==> src/sv/csd_pkg.sv <==
`timescale 1ns / 1ps
`default_nettype none

package csd_pkg;

    localparam int POS_W   = 12;
    localparam int COUNT_W = 16;
    localparam int CFG_W   = 12;
    localparam int CFG_IDX_W = 3;
    localparam int PC_W    = 4;

    typedef enum logic [1:0] {
        OP_PRESS   = 2'd0,
        OP_MOVE    = 2'd1,
        OP_RELEASE = 2'd2
    } opcode_t;

    typedef enum logic [2:0] {
        ST_IGNORED   = 3'd0,
        ST_STARTED   = 3'd1,
        ST_ACCEPTED  = 3'd2,
        ST_SKIPPED   = 3'd3,
        ST_CLOSED    = 3'd4,
        ST_DISCARDED = 3'd5
    } status_t;

    typedef enum logic [CFG_IDX_W-1:0] {
        CFG_MIN_STEP        = 3'd0,
        CFG_MIN_POINTS      = 3'd1,
        CFG_MIN_EXTENT      = 3'd2,
        CFG_MAX_ASPECT      = 3'd3,
        CFG_CLOSURE_DIVISOR = 3'd4
    } cfg_index_t;

    localparam logic [7:0]  RST_MIN_STEP        = 8'd10;
    localparam logic [9:0]  RST_MIN_POINTS      = 10'd10;
    localparam logic [11:0] RST_MIN_EXTENT      = 12'd10;
    localparam logic [3:0]  RST_MAX_ASPECT      = 4'd2;
    localparam logic [7:0]  RST_CLOSURE_DIVISOR = 8'd10;

    // sequencer control word fields
    typedef enum logic {
        SEQ_NEXT,
        SEQ_SKIP_IDLE
    } seq_t;

    typedef enum logic [3:0] {
        OPS_HOLD,
        OPS_DX_LAST,
        OPS_DY_LAST,
        OPS_DX_FIRST,
        OPS_DY_FIRST,
        OPS_STEP,
        OPS_REACH,
        OPS_SQUARE,
        OPS_ASPECT
    } ops_t;

    typedef enum logic [1:0] {
        ACC_HOLD,
        ACC_LOAD,
        ACC_ADD
    } acc_t;

    typedef enum logic {
        CHK_NONE,
        CHK_EXTENT
    } chk_t;

    typedef enum logic [2:0] {
        FIN_NONE,
        FIN_IGNORE,
        FIN_PRESS,
        FIN_MOVE,
        FIN_RELEASE
    } fin_t;

    typedef struct packed {
        seq_t            seq;
        logic [PC_W-1:0] target;
        ops_t            ops;
        acc_t            acc;
        logic            save;
        chk_t            chk;
        fin_t            fin;
    } ctrl_word_t;

    localparam ctrl_word_t CTRL_NOP = '{
        seq: SEQ_NEXT, target: '0, ops: OPS_HOLD, acc: ACC_HOLD,
        save: 1'b0, chk: CHK_NONE, fin: FIN_NONE
    };

    localparam logic [PC_W-1:0] ADDR_PRESS   = 4'd0;
    localparam logic [PC_W-1:0] ADDR_IGNORE  = 4'd1;
    localparam logic [PC_W-1:0] ADDR_MOVE    = 4'd2;
    localparam logic [PC_W-1:0] ADDR_RELEASE = 4'd7;

    function automatic logic [PC_W-1:0] csd_entry(input logic [1:0] op);
        logic [PC_W-1:0] addr;
        case (op)
            OP_PRESS:   addr = ADDR_PRESS;
            OP_MOVE:    addr = ADDR_MOVE;
            OP_RELEASE: addr = ADDR_RELEASE;
            default:    addr = ADDR_IGNORE;
        endcase
        return addr;
    endfunction

    // microprogram; operands chosen by a step are registered in a_reg and b_reg, and their product then in prod_reg
    function automatic ctrl_word_t csd_rom(input logic [PC_W-1:0] addr);
        ctrl_word_t w;
        w = CTRL_NOP;
        case (addr)
            4'd0:  w.fin = FIN_PRESS;
            4'd1:  w.fin = FIN_IGNORE;
            // move: dx^2 + dy^2 against min_step^2
            4'd2:
            begin
                w.seq    = SEQ_SKIP_IDLE;
                w.target = ADDR_IGNORE;
                w.ops    = OPS_DX_LAST;
            end
            4'd3:  w.ops = OPS_DY_LAST;
            4'd4:
            begin
                w.ops = OPS_STEP;
                w.acc = ACC_LOAD;
            end
            4'd5:  w.acc = ACC_ADD;
            4'd6:  w.fin = FIN_MOVE;
            // release: extents, reach^2 against gap^2, aspect product
            4'd7:
            begin
                w.seq    = SEQ_SKIP_IDLE;
                w.target = ADDR_IGNORE;
                w.chk    = CHK_EXTENT;
            end
            4'd8:  w.ops = OPS_REACH;
            4'd9:  w.ops = OPS_DX_FIRST;
            4'd10: w.ops = OPS_SQUARE;
            4'd11:
            begin
                w.ops = OPS_DY_FIRST;
                w.acc = ACC_LOAD;
            end
            4'd12:
            begin
                w.ops  = OPS_ASPECT;
                w.save = 1'b1;
            end
            4'd13: w.acc = ACC_ADD;
            4'd14: w.fin = FIN_RELEASE;
            default: w.fin = FIN_IGNORE;
        endcase
        return w;
    endfunction

endpackage

`default_nettype wire

==> src/sv/csd_seq.sv <==
`timescale 1ns / 1ps
`default_nettype none

module csd_seq
    import csd_pkg::*;
(
    input  wire logic       clk,
    input  wire logic       rst_n,
    input  wire logic       start,
    input  wire logic [1:0] opcode,
    input  wire logic       active,
    input  wire logic       out_free,
    output ctrl_word_t      ctrl,
    output logic            busy
);

    logic            busy_reg, busy_next;
    logic [PC_W-1:0] pc_reg, pc_next;
    ctrl_word_t      word;
    logic            step_go;

    always_comb
    begin
        word = csd_rom(pc_reg);
        // a finishing step waits until the result register is free
        step_go = busy_reg && ((word.fin == FIN_NONE) || out_free);
        ctrl = step_go ? word : CTRL_NOP;
    end

    always_comb
    begin
        busy_next = busy_reg;
        pc_next   = pc_reg;
        if (start)
        begin
            busy_next = 1'b1;
            pc_next   = csd_entry(opcode);
        end
        else if (step_go)
        begin
            if (word.fin != FIN_NONE)
            begin
                busy_next = 1'b0;
            end
            else if ((word.seq == SEQ_SKIP_IDLE) && !active)
            begin
                pc_next = word.target;
            end
            else
            begin
                pc_next = pc_reg + 1'b1;
            end
        end
    end

    always_ff @(posedge clk or negedge rst_n)
    begin
        if (!rst_n)
        begin
            busy_reg <= 1'b0;
            pc_reg   <= '0;
        end
        else
        begin
            busy_reg <= busy_next;
            pc_reg   <= pc_next;
        end
    end

    assign busy = busy_reg;

endmodule

`default_nettype wire

==> src/sv/closed_stroke_detector.sv <==
// sequencing: each accepted press, move or release runs its microprogram, and the result is
// registered at the finishing step, which waits while the result register is still occupied
// one transaction at a time: a new one is taken only after the last one finishes, paced by the
// microprogram length through one shared 20x20 multiplier at the default coordinate width
// reset: asynchronous active low; no stroke, stroke state zero, registers at their defaults
`timescale 1ns / 1ps
`default_nettype none

module closed_stroke_detector
    import csd_pkg::*;
#(
    parameter int COORD_BITS = 12
)
(
    input  wire logic                 clk,
    input  wire logic                 rst_n,
    input  wire logic                 cfg_write,
    input  wire logic [CFG_IDX_W-1:0] cfg_index,
    input  wire logic [CFG_W-1:0]     cfg_data,
    input  wire logic                 in_valid,
    output logic                      in_ready,
    input  wire logic [1:0]           opcode,
    input  wire logic [POS_W-1:0]     pos_x,
    input  wire logic [POS_W-1:0]     pos_y,
    output logic                      out_valid,
    input  wire logic                 out_ready,
    output logic [2:0]                status,
    output logic [POS_W-1:0]          point_x,
    output logic [POS_W-1:0]          point_y,
    output logic [COUNT_W-1:0]        point_count
);

    localparam int CW = COORD_BITS;
    localparam int EW = (COORD_BITS > POS_W) ? COORD_BITS : POS_W;
    localparam int MW = COORD_BITS + 8;
    localparam int PW = 2 * MW;
    localparam int AW = 2 * COORD_BITS + 1;

    // configuration
    logic [7:0]  min_step_reg;
    logic [9:0]  min_points_reg;
    logic [11:0] min_extent_reg;
    logic [3:0]  max_aspect_reg;
    logic [7:0]  closure_div_reg;

    // stroke state
    logic               active_reg, active_next;
    logic [CW-1:0]      first_x_reg, first_x_next, first_y_reg, first_y_next;
    logic [CW-1:0]      last_x_reg, last_x_next, last_y_reg, last_y_next;
    logic [CW-1:0]      min_x_reg, min_x_next, min_y_reg, min_y_next;
    logic [CW-1:0]      max_x_reg, max_x_next, max_y_reg, max_y_next;
    logic [COUNT_W-1:0] count_reg, count_next;

    // datapath
    logic [CW-1:0] in_x_reg, in_y_reg;
    logic [MW-1:0] a_reg, a_next, b_reg, b_next;
    logic [PW-1:0] prod_reg, keep_reg, keep_next;
    logic [AW-1:0] acc_reg, acc_next;
    logic [CW-1:0] lo_reg, lo_next, hi_reg, hi_next;
    logic          flag_reg, flag_next;

    // result register
    logic               out_valid_reg, out_valid_next;
    logic [2:0]         status_reg, status_next;
    logic [POS_W-1:0]   px_reg, px_next, py_reg, py_next;
    logic [COUNT_W-1:0] pc_reg, pc_next;

    ctrl_word_t ctrl;
    logic       busy;
    logic       in_fire;
    logic       out_free;

    logic [CW-1:0]      dx_last, dy_last, dx_first, dy_first, ext_x, ext_y;
    logic [COUNT_W-1:0] count_inc;
    logic               step_ok, closed;

    assign in_fire  = in_valid && in_ready;
    assign in_ready = !busy;
    assign out_free = !out_valid_reg || out_ready;

    csd_seq u_seq (
        .clk      (clk),
        .rst_n    (rst_n),
        .start    (in_fire),
        .opcode   (opcode),
        .active   (active_reg),
        .out_free (out_free),
        .ctrl     (ctrl),
        .busy     (busy)
    );

    always_comb
    begin
        dx_last  = (in_x_reg >= last_x_reg) ? in_x_reg - last_x_reg : last_x_reg - in_x_reg;
        dy_last  = (in_y_reg >= last_y_reg) ? in_y_reg - last_y_reg : last_y_reg - in_y_reg;
        dx_first = (first_x_reg >= last_x_reg) ? first_x_reg - last_x_reg
                                               : last_x_reg - first_x_reg;
        dy_first = (first_y_reg >= last_y_reg) ? first_y_reg - last_y_reg
                                               : last_y_reg - first_y_reg;
        ext_x    = max_x_reg - min_x_reg;
        ext_y    = max_y_reg - min_y_reg;
        count_inc = (count_reg == '1) ? count_reg : count_reg + 1'b1;
        step_ok  = PW'(acc_reg) > prod_reg;
        closed   = flag_reg && (keep_reg > PW'(acc_reg)) && (prod_reg > PW'(hi_reg));
    end

    // operand select, accumulator, product keep register and extent latch
    always_comb
    begin
        a_next    = a_reg;
        b_next    = b_reg;
        acc_next  = acc_reg;
        keep_next = keep_reg;
        lo_next   = lo_reg;
        hi_next   = hi_reg;
        flag_next = flag_reg;

        case (ctrl.ops)
            OPS_DX_LAST:
            begin
                a_next = MW'(dx_last);
                b_next = MW'(dx_last);
            end
            OPS_DY_LAST:
            begin
                a_next = MW'(dy_last);
                b_next = MW'(dy_last);
            end
            OPS_DX_FIRST:
            begin
                a_next = MW'(dx_first);
                b_next = MW'(dx_first);
            end
            OPS_DY_FIRST:
            begin
                a_next = MW'(dy_first);
                b_next = MW'(dy_first);
            end
            OPS_STEP:
            begin
                a_next = MW'(min_step_reg);
                b_next = MW'(min_step_reg);
            end
            OPS_REACH:
            begin
                a_next = MW'(lo_reg);
                b_next = MW'(closure_div_reg);
            end
            OPS_SQUARE:
            begin
                a_next = prod_reg[MW-1:0];
                b_next = prod_reg[MW-1:0];
            end
            OPS_ASPECT:
            begin
                a_next = MW'(lo_reg);
                b_next = MW'(max_aspect_reg);
            end
            default:
            begin
                a_next = a_reg;
                b_next = b_reg;
            end
        endcase

        case (ctrl.acc)
            ACC_LOAD: acc_next = prod_reg[AW-1:0];
            ACC_ADD:  acc_next = acc_reg + prod_reg[AW-1:0];
            default:  acc_next = acc_reg;
        endcase

        if (ctrl.save)
        begin
            keep_next = prod_reg;
        end

        if (ctrl.chk == CHK_EXTENT)
        begin
            lo_next   = (ext_x < ext_y) ? ext_x : ext_y;
            hi_next   = (ext_x < ext_y) ? ext_y : ext_x;
            flag_next = (count_reg > COUNT_W'(min_points_reg))
                     && (EW'(ext_x) > EW'(min_extent_reg))
                     && (EW'(ext_y) > EW'(min_extent_reg));
        end
    end

    // stroke state update and result at the finishing step
    always_comb
    begin
        active_next  = active_reg;
        first_x_next = first_x_reg;
        first_y_next = first_y_reg;
        last_x_next  = last_x_reg;
        last_y_next  = last_y_reg;
        min_x_next   = min_x_reg;
        min_y_next   = min_y_reg;
        max_x_next   = max_x_reg;
        max_y_next   = max_y_reg;
        count_next   = count_reg;

        out_valid_next = out_valid_reg && !out_ready;
        status_next    = status_reg;
        px_next        = px_reg;
        py_next        = py_reg;
        pc_next        = pc_reg;

        if (ctrl.fin != FIN_NONE)
        begin
            out_valid_next = 1'b1;
            status_next    = ST_IGNORED;
            px_next        = '0;
            py_next        = '0;
            pc_next        = '0;
        end

        case (ctrl.fin)
            FIN_PRESS:
            begin
                active_next  = 1'b1;
                first_x_next = in_x_reg;
                first_y_next = in_y_reg;
                last_x_next  = in_x_reg;
                last_y_next  = in_y_reg;
                min_x_next   = in_x_reg;
                min_y_next   = in_y_reg;
                max_x_next   = in_x_reg;
                max_y_next   = in_y_reg;
                count_next   = COUNT_W'(1);
                status_next  = ST_STARTED;
                px_next      = POS_W'(EW'(in_x_reg));
                py_next      = POS_W'(EW'(in_y_reg));
                pc_next      = COUNT_W'(1);
            end
            FIN_MOVE:
            begin
                if (step_ok)
                begin
                    last_x_next = in_x_reg;
                    last_y_next = in_y_reg;
                    if (in_x_reg < min_x_reg) min_x_next = in_x_reg;
                    if (in_y_reg < min_y_reg) min_y_next = in_y_reg;
                    if (in_x_reg > max_x_reg) max_x_next = in_x_reg;
                    if (in_y_reg > max_y_reg) max_y_next = in_y_reg;
                    count_next  = count_inc;
                    status_next = ST_ACCEPTED;
                    px_next     = POS_W'(EW'(in_x_reg));
                    py_next     = POS_W'(EW'(in_y_reg));
                    pc_next     = count_inc;
                end
                else
                begin
                    status_next = ST_SKIPPED;
                    pc_next     = count_reg;
                end
            end
            FIN_RELEASE:
            begin
                if (closed)
                begin
                    count_next  = count_inc;
                    status_next = ST_CLOSED;
                    px_next     = POS_W'(EW'(first_x_reg));
                    py_next     = POS_W'(EW'(first_y_reg));
                    pc_next     = count_inc;
                end
                else
                begin
                    count_next  = '0;
                    status_next = ST_DISCARDED;
                end
                active_next = 1'b0;
                min_x_next  = '0;
                min_y_next  = '0;
                max_x_next  = '0;
                max_y_next  = '0;
            end
            default:
            begin
                active_next = active_reg;
            end
        endcase
    end

    always_ff @(posedge clk or negedge rst_n)
    begin
        if (!rst_n)
        begin
            min_step_reg    <= RST_MIN_STEP;
            min_points_reg  <= RST_MIN_POINTS;
            min_extent_reg  <= RST_MIN_EXTENT;
            max_aspect_reg  <= RST_MAX_ASPECT;
            closure_div_reg <= RST_CLOSURE_DIVISOR;
        end
        else if (cfg_write)
        begin
            case (cfg_index)
                CFG_MIN_STEP:        min_step_reg    <= cfg_data[7:0];
                CFG_MIN_POINTS:      min_points_reg  <= cfg_data[9:0];
                CFG_MIN_EXTENT:      min_extent_reg  <= cfg_data[11:0];
                CFG_MAX_ASPECT:      max_aspect_reg  <= cfg_data[3:0];
                CFG_CLOSURE_DIVISOR: closure_div_reg <= cfg_data[7:0];
                default:             min_step_reg    <= min_step_reg;
            endcase
        end
    end

    always_ff @(posedge clk or negedge rst_n)
    begin
        if (!rst_n)
        begin
            active_reg    <= 1'b0;
            first_x_reg   <= '0;
            first_y_reg   <= '0;
            last_x_reg    <= '0;
            last_y_reg    <= '0;
            min_x_reg     <= '0;
            min_y_reg     <= '0;
            max_x_reg     <= '0;
            max_y_reg     <= '0;
            count_reg     <= '0;
            out_valid_reg <= 1'b0;
        end
        else
        begin
            active_reg    <= active_next;
            first_x_reg   <= first_x_next;
            first_y_reg   <= first_y_next;
            last_x_reg    <= last_x_next;
            last_y_reg    <= last_y_next;
            min_x_reg     <= min_x_next;
            min_y_reg     <= min_y_next;
            max_x_reg     <= max_x_next;
            max_y_reg     <= max_y_next;
            count_reg     <= count_next;
            out_valid_reg <= out_valid_next;
        end
    end

    // payload registers
    always_ff @(posedge clk)
    begin
        if (in_fire)
        begin
            in_x_reg <= CW'(EW'(pos_x));
            in_y_reg <= CW'(EW'(pos_y));
        end
        a_reg      <= a_next;
        b_reg      <= b_next;
        prod_reg   <= PW'(a_reg * b_reg);
        keep_reg   <= keep_next;
        acc_reg    <= acc_next;
        lo_reg     <= lo_next;
        hi_reg     <= hi_next;
        flag_reg   <= flag_next;
        status_reg <= status_next;
        px_reg     <= px_next;
        py_reg     <= py_next;
        pc_reg     <= pc_next;
    end

    assign out_valid   = out_valid_reg;
    assign status      = status_reg;
    assign point_x     = px_reg;
    assign point_y     = py_reg;
    assign point_count = pc_reg;

`ifndef SYNTHESIS
    // one transaction in flight: an accepted item holds off the next
    a_single_item: assert property (@(posedge clk) disable iff (!rst_n)
        in_valid && in_ready |=> !in_ready)
        else $error("input accepted while an item is in progress");

    a_ignored_zero: assert property (@(posedge clk) disable iff (!rst_n)
        out_valid && (status == ST_IGNORED) |-> (point_x == '0) && (point_y == '0)
            && (point_count == '0))
        else $error("ignored event with nonzero result fields");

    a_skip_no_point: assert property (@(posedge clk) disable iff (!rst_n)
        out_valid && (status == ST_SKIPPED || status == ST_DISCARDED)
            |-> (point_x == '0) && (point_y == '0))
        else $error("skipped or discarded event carries a point");

    a_result_after_step: assert property (@(posedge clk) disable iff (!rst_n)
        $rose(out_valid) |-> $past(busy))
        else $error("result appeared without a running microprogram");
`endif

endmodule

`default_nettype wire
==> config.mk <==
export PLATFORM = sky130hd
export DESIGN_NAME = closed_stroke_detector
export DESIGN_NICKNAME = d
export VERILOG_FILES = /design/src/sv/csd_pkg.sv /design/src/sv/csd_seq.sv /design/src/sv/closed_stroke_detector.sv
export SDC_FILE = /design/constraint.sdc
export NUM_CORES = 2
export LEC_CHECK = 0
export BUFFER_PORTS_ARGS = -buffer_cell sky130_fd_sc_hd__buf_2
export CORE_ASPECT_RATIO = 1.5
export CORE_MARGIN = 10
export CORE_UTILIZATION = 45
export DETAILED_ROUTE_END_ITERATION = 8
export PLACE_DENSITY_LB_ADDON = 0.12
export SETUP_SLACK_MARGIN = 0.1
export SYNTH_ARGS = -nofsm -noshare
export SYNTH_HDL_FRONTEND = slang
export SYNTH_SLANG_ARGS = --single-unit
==> constraint.sdc <==
create_clock -name clk -period 12.4 [get_ports clk]
set_input_delay 0 -clock clk [delete_from_list [all_inputs] [get_ports clk]]
set_output_delay 0 -clock clk [all_outputs]
set_load 0.005 [all_outputs]
==> metrics.md <==
| Metric | Value |
|---|---|
| Outcome | complete, no violations |
| Setup TNS | 0 ns |
| Total Nets Final | about 5000 |
| Synth Area in Adders | 31.7% |
| Endpoints failing setup | 0 |
| CP most frequent cell | fa_1 |
| Cells after Synth | 4137 |
| Yosys top cell area share | 17.1% |
| Worst-margin pin slew | 1.16 ns |
| Global-route wire length before repair | between 150000 and 200000 um |
| Synth Flop Type | edfxtp_1 |
| CTS sink count | about 400 |
| Post-synth EDFFs | roughly 160 |
| Vias in the first global route | about 31000 |
| Max Clock Skew | 0.0355 ns |
| Total wire length | between 100000 and 150000 um |
| Clk_lat worst skew | 0.61 ns |
| Cell family with most CP delay | adder cells |
| DRC Markers | 0 |
| H-tree level count | 2 |
| Initial antenna violation count | 4 |
| Footprint of the multi-input gates | ~25000 um2 |
| Die height | about 380 um |
| Via-to-Cell Ratio | 5.52 |
| CP Capture Type | flip-flop |
| Rows | roughly 130 |
| Ys async rst share | between 40 and 50% |
| Flop-to-flop setup slack | about 4.8 ns |
| WP data arrival | between 8 and 9 ns |
| Final Hold Viols | 0 |
| CTS clk-pin slew, worst paths | 0.06 ns |
| Root Buffer | clkbuf_16 |
| Largest net degree at the start of global routing | 73 |
| Period utilization | about three fifths |
| Worst Path Buf+Inv | 6 |
| Post-synthesis sequential area ratio | between 20 and 30% |
| Worst path slowest cell | edfxtp_1 |
| Most common cell in the synthesized netlist | inv_1 |
| ANT cells | 0 |
| Fin crit period | ~7.6 ns |
| CP Launch Type | flip-flop |
| Initial DRT Pass Iterations | 6 |
| Slew headroom | 22.2% |
| Crit path required time | between 10 and 15 ns |
| Die area | 98300 um2 |
| Layout area overhead | 8.83% |
| Ranking of synthesized cells by area | fa_1 (17%), ha_1 (15%), edfxtp_1 (12%) |
| 1st-iter DRT viols | about 1600 |
| List of most frequent post-synthesis cells | inv_1 (656), ha_1 (449), nand2_1 (411) |
| RR Startpoint | a_reg[8]$_DFFE_PP_ |
| Worst path max stage delay | between 0.8 and 0.9 ns |
| Core Region | 85100 um2 |
| FF+latch count, synth | slightly below 400 |
| Antenna-violating nets left | 0 |
| Largest family of logic cells by synthesized area | adder cells |
| Post-DP HPWL | approximately 94000 um |
| Gr ovfl total | 0 |
| Worst reg2reg path depth | 24 |
| Post-synthesis xor/xnor area fraction | approximately 2.6% |
| Via Count | a little under 30000 |
| IO buf count | 90 |
| Register cell area after layout | 10400 um2 |
| Top Ports | 91 |
| Area leader, netlist | fa_1 |
| Total GRT Usage | approximately 24% |
| Total of max-cap violations | 0 |
| Net Count, Synth | roughly 5000 |
| Hold Crit Class | input pin to asynchronous set/reset pin |
| Routed len/inst | approximately 22 um |
| RSZ-0062 raised after global routing | false |
| Die W | approximately 260 um |
| FF-to-FF End | prod_reg[39]$_DFF_P_ |
| Post-Synth Simple-Gate Area | approximately 14% |
| Slew Viols, Final | 0 |
| Kind of critical path | flip-flop to flip-flop |
| Fmax | 132 MHz |
| Avg Cell Area, Syn | a little over 9 um2 |
| Yosys warns | 0 |
| Clock Path Buffers | 3 |
| Starting Density | between 40 and 50% |
| Mux share of post-synthesis cell area | under 10% |
| Share of layout cells above drive strength 1 | a little under 7% |
| CP Max Fanout | 20 |
| Post-Syn Area | between 30000 and 40000 um2 |
| Filler instances | 8065 |
| Crit-path cells | and2_1 -> fa_1 -> fa_1 -> inv_1 -> fa_1 -> inv_1 -> fa_1 -> inv_1 -> fa_1 -> inv_1 -> fa_1 -> inv_1 -> fa_1 -> inv_1 -> ha_1 -> and4_1 -> and2_1 -> or3b_2 -> a21oi_1 -> o211ai_1 -> o211ai_1 -> a31o_2 -> a21oi_1 -> xnor2_1 |
| Synth Area in Compound Gates | 14.0% |
| GPL Wtd Cong | 0.966 |
| CTS Buf Count | 42 |
| Cell variety after synth | between 90 and 100 |
| CTS tree | done |
-- cell usage in the layout, fill, tap and decap left out, types with 48 or more instances in the layout --
| cell | n |
|---|---|
| and2_1 | 239 |
| o21ai_0 | 181 |
| buf_2 | 89 |
| ha_1 | 448 |
| o211ai_1 | 48 |
| a21oi_1 | 219 |
| a22oi_1 | 49 |
| dfrtp_1 | 152 |
| fa_1 | 331 |
| xnor2_1 | 84 |
| inv_1 | 656 |
| nor2_1 | 132 |
| edfxtp_1 | 157 |
| nand2_1 | 411 |
| dfxtp_1 | 80 |
| mux2i_1 | 54 |
| a21o_1 | 68 |
| nand3_1 | 51 |
-- cell type report --
cell class,instances,share of cell area [%]
Sequential cell,398,24.6
Clock inverter,21,0.625
Inverter,657,5.86
Tap cell,1130,3.36
Timing Repair Buffer,176,2.89
Clock buffer,55,2.74
Multi-Input combinational cell,2902,59.9
-- worst max path at each step --
stage / startpoint / cells past startpoint / slack, ns / end
2_1_floorplan: a_reg[10]$_DFFE_PP_ / 25 / 5.93 / prod_reg[39]$_DFF_P_
3_3_place_gp: a_reg[9]$_DFFE_PP_ / 24 / 4.85 / prod_reg[39]$_DFF_P_
3_5_place_dp: a_reg[8]$_DFFE_PP_ / 24 / 4.86 / prod_reg[39]$_DFF_P_
4_1_cts: a_reg[8]$_DFFE_PP_ / 24 / 4.80 / prod_reg[39]$_DFF_P_
5_1_grt: a_reg[11]$_DFFE_PP_ / 22 / 4.49 / prod_reg[38]$_DFF_P_
6_report: a_reg[8]$_DFFE_PP_ / 24 / 4.84 / prod_reg[39]$_DFF_P_
-- kinds of logic after synthesis --
kind of cell             after synthesis
XOR/XNOR                             116
AO/OA/AOI/OAI                        823
flip-flops                           398
AND/OR/NAND/NOR                     1083
buffers and inverters                837
adder cells (fa/ha/maj)              780
multiplexers                         100
-- routing by layer --
layer	vias to the layer above	part of all wire, %	wire (um)	track usage (%)
met4	4	6.4	7570	14.2
met5	-	0.023	27	0
li1	14000	-	-	-
met3	259	3.5	4150	2.54
met2	664	53	62100	45.3
met1	14600	37	44100	26.2
-- worst reg2reg max path, delay by kind of cell, from the launching register on --
family / cells / cell delay [ns]
simple gates: 4 / 1.16
flops: 1 / 0.89
xor+xnor: 1 / 0.12
compound gates: 5 / 1.17
buf+inv: 6 / 0.30
fa+ha+maj: 8 / 3.80
-- repair_timing --
action                                 CTS  global route
hold buffers                            45             0
buffers inserted                         0             0
setup endpoints to repair                0             0
resized for setup                        0             0
endpoints found under the hold margin  166             0
-- through the flow --
stage | cell area, um2 | hold WS [ns] | std cells | setup slack (ns) | util, %
after global routing | 42100 | 0.0788 | 5339 | 4.49 | 49.5
after detailed placement | 40200 | 0.0996 | 5218 | 4.86 | 47.3
after floorplan | 38700 | -0.296 | 4137 | 5.93 | -
after global placement | 40200 | 0.0936 | 5218 | 4.85 | 47.3
final | 42100 | 0.0271 | 5339 | 4.84 | 49.5
after CTS | 42100 | 0.0402 | 5339 | 4.80 | 49.5
Power is left out: the tool's default activity adds up to more than one toggle a clock period on the data nets, which glitch-free logic cannot reach.
